===== src/cba_pkg.sv =====
`default_nettype none

package cba_pkg;

    // Field widths of the channels
    localparam int REQ_TYPE_W = 1;
    localparam int OWNER_ID_W = 16;
    localparam int LENGTH_W   = 11;
    localparam int START_W    = 10;
    localparam int STATUS_W   = 2;
    localparam int MODE_W     = 2;

    // Default sizing
    localparam int CELLS_DEF      = 1024;
    localparam int OWNER_BITS_DEF = 16;

    // Request types
    localparam logic [REQ_TYPE_W-1:0] REQ_ALLOC = 1'b0;
    localparam logic [REQ_TYPE_W-1:0] REQ_CLEAR = 1'b1;

    // Result status codes
    localparam logic [STATUS_W-1:0] STATUS_OK    = 2'd0;
    localparam logic [STATUS_W-1:0] STATUS_NOFIT = 2'd1;
    localparam logic [STATUS_W-1:0] STATUS_BAD   = 2'd2;

    // Placement policies; the unused code falls back to first fit
    localparam logic [MODE_W-1:0] FIT_FIRST = 2'd0;
    localparam logic [MODE_W-1:0] FIT_BEST  = 2'd1;
    localparam logic [MODE_W-1:0] FIT_WORST = 2'd2;

    // Datapath operation for the current cycle
    typedef enum logic [2:0] {
        OP_IDLE,
        OP_INIT,
        OP_SCAN,
        OP_PURGE,
        OP_FILL
    } t_dp_op;

    typedef struct packed {
        t_dp_op                op;
        logic                  load;
        logic                  seed;
        logic                  emit;
        logic                  use_start;
        logic [STATUS_W-1:0]   code;
    } t_dp_cmd;

    typedef struct packed {
        logic cnt_last;
        logic scan_last;
        logic found;
        logic fill_last;
        logic owner_zero;
        logic len_bad;
    } t_dp_sts;

endpackage

`default_nettype wire


===== src/cba_ctrl.sv =====
`default_nettype none

module cba_ctrl (
    input  wire logic                               i_clk,
    input  wire logic                               i_rst_n,
    input  wire logic                               i_in_valid,
    output logic                                    o_in_ready,
    input  wire logic [cba_pkg::REQ_TYPE_W-1:0]     i_req_type,
    output logic                                    o_out_valid,
    input  wire logic                               i_out_ready,
    input  wire cba_pkg::t_dp_sts                   i_sts,
    output cba_pkg::t_dp_cmd                        o_cmd
);

    typedef enum logic [2:0] {
        S_INIT,
        S_IDLE,
        S_SCAN,
        S_PICK,
        S_FILL,
        S_PURGE,
        S_DONE
    } t_state;

    t_state                      r_state, n_state;
    logic                        r_out_valid, n_out_valid;
    logic [cba_pkg::STATUS_W-1:0] r_code, n_code;
    logic                        r_use_start, n_use_start;

    always_comb begin
        n_state        = r_state;
        n_out_valid    = r_out_valid && !i_out_ready;
        n_code         = r_code;
        n_use_start    = r_use_start;
        o_in_ready     = 1'b0;
        o_cmd          = '0;
        o_cmd.op       = cba_pkg::OP_IDLE;
        o_cmd.code     = r_code;
        o_cmd.use_start = r_use_start;
        unique case (r_state)
            S_INIT: begin
                o_cmd.op = cba_pkg::OP_INIT;
                if (i_sts.cnt_last) begin
                    n_state = S_IDLE;
                end
            end
            S_IDLE: begin
                o_in_ready = 1'b1;
                if (i_in_valid) begin
                    o_cmd.load  = 1'b1;
                    n_code      = cba_pkg::STATUS_OK;
                    n_use_start = 1'b0;
                    if (i_req_type == cba_pkg::REQ_CLEAR) begin
                        n_state = i_sts.owner_zero ? S_DONE : S_PURGE;
                    end else if (i_sts.owner_zero || i_sts.len_bad) begin
                        n_code  = cba_pkg::STATUS_BAD;
                        n_state = S_DONE;
                    end else begin
                        n_state = S_SCAN;
                    end
                end
            end
            S_SCAN: begin
                o_cmd.op = cba_pkg::OP_SCAN;
                if (i_sts.scan_last) begin
                    n_state = S_PICK;
                end
            end
            S_PICK: begin
                if (i_sts.found) begin
                    o_cmd.seed = 1'b1;
                    n_state    = S_FILL;
                end else begin
                    n_code  = cba_pkg::STATUS_NOFIT;
                    n_state = S_DONE;
                end
            end
            S_FILL: begin
                o_cmd.op = cba_pkg::OP_FILL;
                if (i_sts.fill_last) begin
                    n_use_start = 1'b1;
                    n_state     = S_DONE;
                end
            end
            S_PURGE: begin
                o_cmd.op = cba_pkg::OP_PURGE;
                if (i_sts.scan_last) begin
                    n_state = S_DONE;
                end
            end
            S_DONE: begin
                if (!r_out_valid || i_out_ready) begin
                    o_cmd.emit  = 1'b1;
                    n_out_valid = 1'b1;
                    n_state     = S_IDLE;
                end
            end
            default: begin
                n_state = S_IDLE;
            end
        endcase
    end

    always_ff @(posedge i_clk) begin
        if (!i_rst_n) begin
            r_state     <= S_INIT;
            r_out_valid <= 1'b0;
            r_code      <= cba_pkg::STATUS_OK;
            r_use_start <= 1'b0;
        end else begin
            r_state     <= n_state;
            r_out_valid <= n_out_valid;
            r_code      <= n_code;
            r_use_start <= n_use_start;
        end
    end

    assign o_out_valid = r_out_valid;

`ifndef SYNTHESIS
    a_one_at_a_time: assert property (@(posedge i_clk) disable iff (!i_rst_n)
        (i_in_valid && o_in_ready) |=> !o_in_ready)
        else $error("second request taken while one is in flight");
    a_result_source: assert property (@(posedge i_clk) disable iff (!i_rst_n)
        $rose(o_out_valid) |-> $past(r_state == S_DONE))
        else $error("result raised outside the done step");
`endif

endmodule

`default_nettype wire


===== config.mk =====
export PLATFORM = sky130hd
export DESIGN_NAME = cba_ctrl
export DESIGN_NICKNAME = d
export VERILOG_FILES = /design/src/cba_pkg.sv /design/src/cba_ctrl.sv
export SDC_FILE = /design/constraint.sdc
export NUM_CORES = 1
export LEC_CHECK = 0
export ABC_AREA = 1
export BUFFER_PORTS_ARGS = -buffer_cell sky130_fd_sc_hd__buf_2
export CAP_MARGIN = 20
export CORE_AREA = 2 2 39 41
export DETAILED_ROUTE_END_ITERATION = 8
export DIE_AREA = 0 0 41 43
export MAX_ROUTING_LAYER = met4
export PLACE_DENSITY_LB_ADDON = 0.3
export SLEW_MARGIN = 20
export SYNTH_ARGS = -nofsm -noshare
export SYNTH_HDL_FRONTEND = slang
export SYNTH_SLANG_ARGS = --single-unit

===== constraint.sdc =====
create_clock -name i_clk -period 1.7 [get_ports i_clk]
set_input_delay 0.34 -clock i_clk [delete_from_list [all_inputs] [get_ports i_clk]]
set_output_delay 0.34 -clock i_clk [all_outputs]
set_load 0.005 [all_outputs]

# Word level (Yosys, flattened, before mapping)
# Cells that the tools add are included.
[totals]
register_bits = 7
latchBits = 0
ramBits = 0
rom_bits = 0
output_inout_bits = 11
mem_count = 0
[op_classes]
addsub = 0
mul = 0
div_mod_pow = 0
magnitude_cmp = 0
eq_ne = 13
n_shift = 0
mux = 29
n_bitwise = 0
reduce_logical = 11
[op_table]
columns = ["cell", "n"]
rows = [
  ["$mux 3", 8],
  ["$pmux 3 s7", 1],
  ["$ne 2x2->1 const B", 7],
  ["$mux 2", 6],
  ["$pmux 3 s4", 1],
  ["$mux 1", 11],
  ["$eq 3x3->1 const B", 3],
  ["$eq 3x2->1 const B", 2],
  ["$reduce_and 3->1", 2],
  ["$reduce_and 6->1", 1],
  ["$pmux 2 s2", 1],
  ["$reduce_bool 2->1", 2],
  ["$eq 3x1->1 const B", 1],
  ["$logic_not 3->1", 1],
  ["$logic_not 1->1", 2],
  ["$logic_or 1x1->1", 2],
  ["$pmux 1 s2", 1],
  ["$logic_and 1x1->1", 1],
]

# Longest topological paths before layout
# Gate-level depths: netlist (run 1).
[depth]
word_depth = 5
depth_mapped = 9
depth_no_buf = 9

# Worst setup path after synthesis (run 1)
# No wires, ideal clock.
[synth_timing]
path_type = "reg2out"
start = "reg r_state[2]"
end = "out o_cmd[5] in the netlist's numbering"
arrival_ns = 0.857
path_slack_ns = 0.503
stages_incl_launch_ff = 7
path_buffers = 1
path_cell_list = "dfxtp_1 -> buf_6 -> clkinv_2 -> nand2_2 -> nor2_2 -> nand2_2 -> inv_1"
[synth_rtl]
columns = ["element", "line_no", "rtl"]
rows = [
  ["from (decl)", "cba_ctrl.sv:25", "t_state r_state, n_state;"],
  ["from (signal assigned)", "cba_ctrl.sv:111", "r_state <= n_state;"],
  ["to (decl)", "cba_ctrl.sv:12", "output cba_pkg::t_dp_cmd o_cmd"],
]

==> run metrics, run 1 <==
design area=between 600 and 700 sq um; Pleak=between 0.3 and 0.4 nW; Synth cell types=17; FP Rows=14; critical path class=reg2out; worst reg2reg path depth=7; Die Height=43 um; Worst path most repeated cell=nand2_2; RePlAce Congestion=0.847; # setup viols final=0; syn nets=96; cells along the critical path=nand2_2, nor2_2, nand2_2, inv_1, buf_2; Clock Latency Late Sink=around 250 ps; # diodes=0; Worst EP required=1360 ps; hold path startpoint=i_rst_n; Routed Antenna Nets=0; # DRC=0; DIE AREA=1760 sq um; io pins=22; Max Fclk=0.638 GHz; via count=594; top cells by area, synth=dfxtp_1 (28%), nand2_1 (16%), nor2_1 (11%); post-synthesis sequential area ratio=0.282; Synth top area share=0.282; most frequent cells in the layout=nand2_1 (21), buf_2 (21), nor2_1 (15), inv_1 (9), a21oi_1 (7); WL/cell=between 9 and 10 um; vias in the first global route=~470; PD cells=1670 nW/um^2; clock period minus worst slack=between 1500 and 2000 ps; Top delay family on crit path=flip-flops; total congestion overflow=0; initial drt markers=6; fin util=0.456; die span in x=slightly above 40 um; DR vias/cell=around 4.8; Worst Hold End=r_state[2]$_SDFFE_PN0P_; slew margin rel.=0.840; Final Slew Violations=0; path type of the worst min-delay path=in2reg; post-DP HPWL=~930 um; Crit path largest cell delay=approximately 430 ps; Fin Hold WS=about 350 ps; Syn. warnings=0; cell area after synthesis=between 400 and 500 sq um; first-pass GRT wire length=around 1800 um; Buf/Inv on CP=2; status=complete, no violations; Hold Path Depth=3; TritonCTS Buffers=3; Syn Inst Count=85; GRT Overall Usage=0.152; startpoint class of the critical path=flop; arrival time at the worst endpoint=around 1200 ps; Total Power=roughly 1.1 mW; MaxCap Viol Count=0; reg-to-reg startpoint=r_state[0]$_SDFFE_PN0P_; Yosys reg bits=7; pin count of the biggest net entering global routing=9; FF-to-FF End=r_state[1]$_SDFFE_PN0P_; Final nets=120; FILL cells=~170; crit share post-route=0.922; DRT Pass-1 Iters=4; share of layout cells above drive strength 1=0.333; CTS Sinks=7; CTS tree=built; Slowest cell on crit path=dfxtp_1; Setup Skew=3.76 ps; leading area contributor after synthesis=dfxtp_1; VDD IR max=between 0.7 and 0.8 mV; setup TNS=0 ps; Port Buffer Count=21; Core Area=approximately 1400 sq um; Clk pin slew, worst setup/hold paths=approximately 50 ps; H-tree depth=1; Root Buffer=clkbuf_4; initial antenna violation count=0; unrepaired setup endpoints after global routing=no; worst-path fanout max=5; placed instance area=slightly above 600 sq um; Final Hold Viols=0; r2r setup slk=about 470 ps; clock buffer depth=2; slew at the pin closest to its max-slew limit=240 ps; Layout area overhead=27.0%; Total Routed Length=roughly 1200 um; CP Capture Type=output pin; Initial Utilization=0.359; syn_area_per_cell=just under 6 sq um
## final cells by class
type                    instances  area, sq um  area share
multi-input cells              63          288       0.456
repair buffers                 21          105       0.167
flip-flops and latches          7          141       0.224
clock buffers                   4         26.3      0.0417
inverters                      13         50.0      0.0794
well taps                      16         20.0      0.0317
## tightest hold or removal path, stage by stage
cell	delay (ps)
buf_2	130
nand2_1	60
nor2_1	30
## flip-flops by register name, indices dropped and copies added (netlist names)
name	cells
o_out_valid	1
r_code	2
r_state	3
r_use_start	1
## cells in the mapped netlist
library cell  number
nand2_1           21
nor2_1            15
inv_1              9
a21oi_1            7
dfxtp_1            7
nand3_1            6
nand2_2            4
inv_2              3
o21ai_1            3
nand4_1            2
nor2_2             2
buf_4              1
buf_6              1
clkinv_2           1
nand3_2            1
nand3b_1           1
nor3_1             1
## layer usage
metal  track usage  up-vias  wire length (um)
met1         0.189      265               506
li1              -      310                 -
met5             -        -                 0
met3        0.0628        0                81
met2         0.222       19               569
met4        0.0400        0                 0
## how the worst max path moves through the flow
| stage | from | endpoint | slack (ps) | cells past startpoint |
|---|---|---|---|---|
| after floorplan | r_state[2]$_SDFFE_PN0P_ | o_cmd[5] | 500 | 6 |
| after global placement | r_state[2]$_SDFFE_PN0P_ | o_cmd[5] | 360 | 6 |
| after detailed placement | r_state[2]$_SDFFE_PN0P_ | o_cmd[5] | 310 | 6 |
| after CTS | r_state[2]$_SDFFE_PN0P_ | o_cmd[5] | 20 | 6 |
| after global routing | r_state[0]$_SDFFE_PN0P_ | o_cmd[5] | 20 | 5 |
| final | r_state[0]$_SDFFE_PN0P_ | o_cmd[5] | 130 | 5 |
## cell families (layout without fill, tap and decap cells)
logic type,count (synthesis),after routing,share of synthesized area
buf+inv,15,38,0.139
simple gates,53,53,0.479
compound gates,10,10,0.101
flops,7,7,0.282
## power breakdown
part	internal [mW]	switching [mW]	leakage, nW	total [mW]
clock network	0.0894	0.0588	0.0150	0.148
logic	0.243	0.364	0.295	0.607
registers	0.222	0.0733	0.0578	0.295
## timing repair
| action | in CTS | in global routing |
|---|---|---|
| hold buffers | 0 | 0 |
| resized for setup | 0 | 1 |
| setup endpoints to repair | 0 | 4 |
| buffers inserted | 0 | 0 |
## through the flow
step / instances / setup slack (ps)
global placement: 120 / 364
finish: 124 / 133
floorplan: 85 / 503
detailed placement: 120 / 308
global route: 124 / 24.1
CTS: 124 / 20.0
Note: power is estimated with default switching activity, not from simulation.
==> run 2, diff against run 1 <==
--- a/config.mk
+++ b/config.mk
@@ -8,11 +8,13 @@
 export ABC_AREA = 1
 export BUFFER_PORTS_ARGS = -buffer_cell sky130_fd_sc_hd__buf_2
 export CAP_MARGIN = 20
-export CORE_AREA = 2 2 39 41
+export CORE_MARGIN = 2
+export CORE_UTILIZATION = 30
 export DETAILED_ROUTE_END_ITERATION = 8
-export DIE_AREA = 0 0 41 43
+export GPL_ROUTABILITY_DRIVEN = 0
 export MAX_ROUTING_LAYER = met4
 export PLACE_DENSITY_LB_ADDON = 0.3
+export RECOVER_POWER = 50
 export SLEW_MARGIN = 20
 export SYNTH_ARGS = -nofsm -noshare
 export SYNTH_HDL_FRONTEND = slang
==> run 2 against run 1 <==
Compared with the run above:
- combinational power barely moved
- die area is 13% higher
- non-clock buffer count is the same
- largest cell class unchanged
- highest routed layer is now met4
==> run metrics, run 2 (synthesis results as in run 1) <==
status=complete, no violations (unchanged); clock buffer depth=2 (unchanged); total congestion overflow=0 (unchanged); critical path class=reg2out (unchanged); DRT Pass-1 Iters=4 (unchanged); worst-path fanout max=5 (unchanged); DR vias/cell=4.77 (was 4.79); reg-to-reg startpoint=r_state[0]$_SDFFE_PN0P_ (unchanged); VDD IR max=0.629 mV (was 0.727 mV); # DRC=0 (unchanged); slew at the pin closest to its max-slew limit=265 ps (was 240 ps); post-DP HPWL=969 um (was 933 um); CTS Sinks=7 (unchanged); fin util=0.414 (was 0.456); CP Capture Type=output pin (unchanged); Hold Path Depth=3 (unchanged); Max Fclk=0.642 GHz (was 0.638 GHz); via count=591 (was 594); Slowest cell on crit path=dfxtp_1 (unchanged); Fin Hold WS=348 ps (was 346 ps); Initial Utilization=0.326 (was 0.359); Worst Hold End=r_state[2]$_SDFFE_PN0P_ (unchanged); Total Power=1.05 mW (about the same); Routed Antenna Nets=0 (unchanged); WL/cell=10.1 um (was 9.32 um); Root Buffer=clkbuf_4 (unchanged); most frequent cells in the layout=nand2_1 (21), buf_2 (20), nor2_1 (15), inv_1 (11), a21oi_1 (7) (was nand2_1 (21), buf_2 (21), nor2_1 (15), inv_1 (9), a21oi_1 (7)); vias in the first global route=515 (was 473); MaxCap Viol Count=0 (unchanged); Buf/Inv on CP=2 (unchanged); arrival time at the worst endpoint=1220 ps (was 1230 ps); r2r setup slk=440 ps (was 470 ps); Total Routed Length=1250 um (was 1160 um); Final nets=120 (unchanged); # diodes=0 (unchanged); first-pass GRT wire length=2100 um (was 1810 um); hold path startpoint=i_rst_n (unchanged); FF-to-FF End=r_state[1]$_SDFFE_PN0P_ (unchanged); FP Rows=14 (unchanged); TritonCTS Buffers=3 (unchanged); unrepaired setup endpoints after global routing=no (unchanged); Layout area overhead=27.0% (unchanged); Post-CTS Setup Bufs=0 (unchanged); Regs by FF count=r_state: 3 flops, r_code: 2 flops (unchanged); Final Slew Violations=0 (unchanged); Pleak=0.365 nW (was 0.368 nW); H-tree depth=1 (unchanged); path type of the worst min-delay path=in2reg (unchanged); share of layout cells above drive strength 1=0.315 (was 0.333); # setup viols final=0 (unchanged); crit share post-route=0.916 (was 0.922); die span in x=44.7 um (was 41 um); startpoint class of the critical path=flop (unchanged); Clk pin slew, worst setup/hold paths=50 ps (about the same); Crit path largest cell delay=420 ps (was 430 ps); DIE AREA=2000 sq um (was 1760 sq um); Worst path most repeated cell=nand2_2 (unchanged); placed cell count=120 (unchanged); GRT Overall Usage=0.149 (was 0.152); Final Hold Viols=0 (unchanged); Top delay family on crit path=flip-flops (unchanged); Largest register FFs=3 (unchanged); Core Area=1520 sq um (was 1380 sq um); CTS tree=built (unchanged); commonest non-fill, non-tap cell in the layout=nand2_1; Die Height=44.7 um (was 43 um); setup TNS=0 ps (unchanged); pin count of the biggest net entering global routing=9 (unchanged); cells along the critical path=nand2_2, nor2_2, nand2_2, inv_1, buf_2 (unchanged); Worst EP required=1360 ps (about the same); PD cells=1670 nW/um^2 (about the same); Layout Cells excl Fill=124 (unchanged); Setup Skew=2.22 ps (was 3.76 ps); register with the most flip-flops=r_state (unchanged); io pins=22 (unchanged); Port Buffer Count=21 (unchanged); initial antenna violation count=0 (unchanged); clock period minus worst slack=1560 ps (was 1570 ps); Clock Latency Late Sink=250 ps (about the same); initial drt markers=13 (was 6); slew margin rel.=0.822 (was 0.840); worst reg2reg path depth=7 (unchanged)
==> run 2: what timing repair did <==
item	4_1_cts	5_1_grt
hold buffers	0	0
setup endpoints to repair	0	4
gates resized for setup	0	2
==> run 2: area by class of cell <==
class / count / area (sq um)
inverters: 13 / 50.0
repair buffers: 21 / 104
flip-flops and latches: 7 / 143
fillers: 167 / 893
well taps: 16 / 20.0
clock buffers: 4 / 26.3
multi-input cells: 63 / 288
==> run 2: worst register-to-register path: stages, from the launching register on <==
cell and delay [ps]:
dfxtp_1 420, inv_1 150, nand3_1 150, nor2_1 70
nor2_2 90, nand3_2 110, nor2_1 110, nor2_1 50
==> run 2: through the flow <==
step	setup WS [ps]	instance area, sq um
floorplan	503	497
global placement	361	603
detailed placement	332	603
CTS	39.7	629
global route	44.9	631
finish	143	631
==> run 2: report_power, final <==
group | switching, mW | internal (mW) | total [mW]
clock | 0.0614 | 0.0896 | 0.151
combinational | 0.366 | 0.239 | 0.605
sequential | 0.0719 | 0.224 | 0.296
total | 0.499 | 0.553 | 1.05
==> run 2: routing by layer <==
metal	share of wire	global-route usage	wire, um
met4	0.018	0.0545	23
met1	0.46	0.177	569
met2	0.45	0.226	564
met5	0	-	0
met3	0.073	0.0600	91
==> run 2: how the worst max path moves through the flow <==
stage,from,endpoint,slack (ps),cells after the start
after floorplan,r_state[2]$_SDFFE_PN0P_,o_cmd[5],500,6
after global placement,r_state[2]$_SDFFE_PN0P_,o_cmd[5],360,6
after detailed placement,r_state[2]$_SDFFE_PN0P_,o_cmd[5],330,6
after CTS,r_state[2]$_SDFFE_PN0P_,o_cmd[5],40,6
after global routing,r_state[0]$_SDFFE_PN0P_,o_cmd[3],40,4
final,r_state[0]$_SDFFE_PN0P_,o_cmd[5],140,5
==> run 3, diff against run 2 <==
--- a/config.mk
+++ b/config.mk
@@ -15,6 +15,7 @@
 export MAX_ROUTING_LAYER = met4
 export PLACE_DENSITY_LB_ADDON = 0.3
 export RECOVER_POWER = 50
+export SETUP_SLACK_MARGIN = 0.3
 export SLEW_MARGIN = 20
 export SYNTH_ARGS = -nofsm -noshare
 export SYNTH_HDL_FRONTEND = slang
==> run 3 against run 2 <==
Compared with the run above:
- utilization rose by 9.2 points
- global-route usage up 1.8 points
- die area unchanged
- clock skew is 3.3 ps higher
- worst hold slack improved by 1.3 ps
==> run metrics, run 3 (synthesis results as in run 1) <==
status=complete, no violations (unchanged); Initial Utilization=0.326 (unchanged); io pins=22 (unchanged); setup TNS=0 ps (unchanged); startpoint class of the critical path=flop (unchanged); critical path class=reg2out (unchanged); Regs by FF count=r_state: 3 flops, r_code: 2 flops (unchanged); MaxCap Viol Count=0 (unchanged); Setup Skew=5.56 ps (was 2.22 ps); hold_buf cts=0 (unchanged); commonest non-fill, non-tap cell in the layout=nand2_1 (unchanged); DIE AREA=2000 sq um (unchanged); Slowest cell on crit path=dfxtp_4 (was dfxtp_1); FP Rows=14 (unchanged); Core Area=1520 sq um (unchanged); Top delay family on crit path=flip-flops (unchanged); Register Area=151 sq um (was 143 sq um); CTS tree=built (unchanged); Total Routed Length=1430 um (was 1250 um); CTS Sinks=7 (unchanged); die span in x=44.7 um (unchanged); WL/cell=10.9 um (was 10.1 um); share of layout cells above drive strength 1=0.422 (was 0.315); clock period minus worst slack=1430 ps (was 1560 ps); cells along the critical path=buf_12, nor2_4, nand2_2, inv_1, buf_2 (was nand2_2, nor2_2, nand2_2, inv_1, buf_2); multi-input logic area=335 sq um (was 288 sq um); # setup viols final=0 (unchanged); worst-path fanout max=4 (was 5); first-pass GRT wire length=2340 um (was 2100 um); Final nets=128 (was 120); via count=659 (was 591); Final Slew Violations=0 (unchanged); Clock Latency Late Sink=260 ps (was 250 ps); H-tree depth=1 (unchanged); PD cells=1790 nW/um^2 (was 1670 nW/um^2); path type of the worst min-delay path=in2reg (unchanged); post-DP HPWL=969 um (unchanged); Port Buffer Count=21 (unchanged); pin count of the biggest net entering global routing=9 (unchanged); VDD IR max=0.698 mV (was 0.629 mV); initial antenna violation count=0 (unchanged); most frequent cells in the layout=nand2_1 (21), buf_2 (20), nor2_1 (14), inv_1 (9), buf_4 (7) (was nand2_1 (21), buf_2 (20), nor2_1 (15), inv_1 (11), a21oi_1 (7)); # DRC=0 (unchanged); Root Buffer=clkbuf_4 (unchanged); slew margin rel.=0.863 (was 0.822); Layout area overhead=55.2% (was 27.0%); Final Hold Viols=0 (unchanged); clock buffer depth=2 (unchanged); # diodes=0 (unchanged); Routed Antenna Nets=0 (unchanged); Largest register FFs=3 (unchanged); DRT Pass-1 Iters=4 (unchanged); vias in the first global route=577 (was 515); placed instance area=603 sq um (unchanged); Buf/Inv on CP=3 (was 2); GRT Overall Usage=0.167 (was 0.149); crit share post-route=0.843 (was 0.916); DR vias/cell=4.99 (was 4.77); Clk pin slew, worst setup/hold paths=50 ps (about the same); Die Height=44.7 um (unchanged); TritonCTS Buffers=3 (unchanged); CP Capture Type=output pin (unchanged); slew at the pin closest to its max-slew limit=204 ps (was 265 ps); Crit path largest cell delay=370 ps (was 420 ps); Pleak=0.417 nW (was 0.365 nW); Max Fclk=0.698 GHz (was 0.642 GHz); design area=771 sq um (was 631 sq um); FILL cells=155 (was 167); total congestion overflow=0 (unchanged); unrepaired setup endpoints after global routing=yes (was no); initial drt markers=13 (unchanged); register with the most flip-flops=r_state (unchanged); arrival time at the worst endpoint=1090 ps (was 1220 ps); Worst EP required=1360 ps (about the same)
run 3: cell types whose count changed in the layout (fill, tap and decap cells not counted), moves of 2 or more:
| cell | change |
|---|---|
| nor2_4 | +2 |
| buf_4 | +7 |
| inv_4 | +2 |
| dfxtp_4 | +3 |
| inv_1 | -2 |
| dfxtp_2 | -2 |
run 3: report_power, final:
part / switching (mW) / leakage (nW) / internal [mW]
sequential: 0.102 / 0.0592 / 0.241
clock: 0.0643 / 0.0150 / 0.0897
combinational: 0.477 / 0.342 / 0.406
run 3: final timing paths:
check,slack (ps),start,endpoint,cells past startpoint
min,350,i_rst_n,r_state[2]$_SDFFE_PN0P_,3
max reg2reg,490,r_state[1]$_SDFFE_PN0P_,r_state[1]$_SDFFE_PN0P_,9
max,270,r_state[1]$_SDFFE_PN0P_,o_cmd[5],5
min reg2reg,460,r_code[0]$_SDFFE_PN0P_,r_code[0]$_SDFFE_PN0P_,2
run 3: per-layer routing:
layer	track usage	vias up	wire (um)
li1	-	330	-
met1	0.187	293	587
met2	0.267	31	714
met3	0.0600	5	113
met4	0.0727	0	18
met5	-	-	0
run 3: area by class of cell:
class                      instances  area share
multi-input combinational         63       0.435
tap                               16      0.0260
timing repair buffer              29       0.229
sequential                         7       0.196
inverter                          13      0.0795
clock buffer                       4      0.0341
run 3: worst register-to-register path: stages (launching register included):
cell	delay, ps
dfxtp_4	370
buf_12	130
nor2_1	110
nand3b_1	90
nand2_1	100
inv_1	70
nand3_2	90
nand2_1	60
nand2_1	50
nor2_1	40
run 3: repair_timing:
item / in CTS / in global routing
buffers inserted: 7 / 1
pin swaps: 2 / 2
resized for setup: 14 / 6
endpoints found under the setup margin: 7 / 7
run 3: metrics by stage:
step           power (mW)  hold slack, ps  instances   util  setup slack, ps
3_3_place_gp        0.896             452        120  0.396              361
5_1_grt              1.51             345        132  0.506              209
4_1_cts              1.29             336        131  0.485              258
6_report             1.38             349        132  0.506              267
3_5_place_dp        0.900             452        120  0.396              332
2_1_floorplan       0.759             442         85      -              503
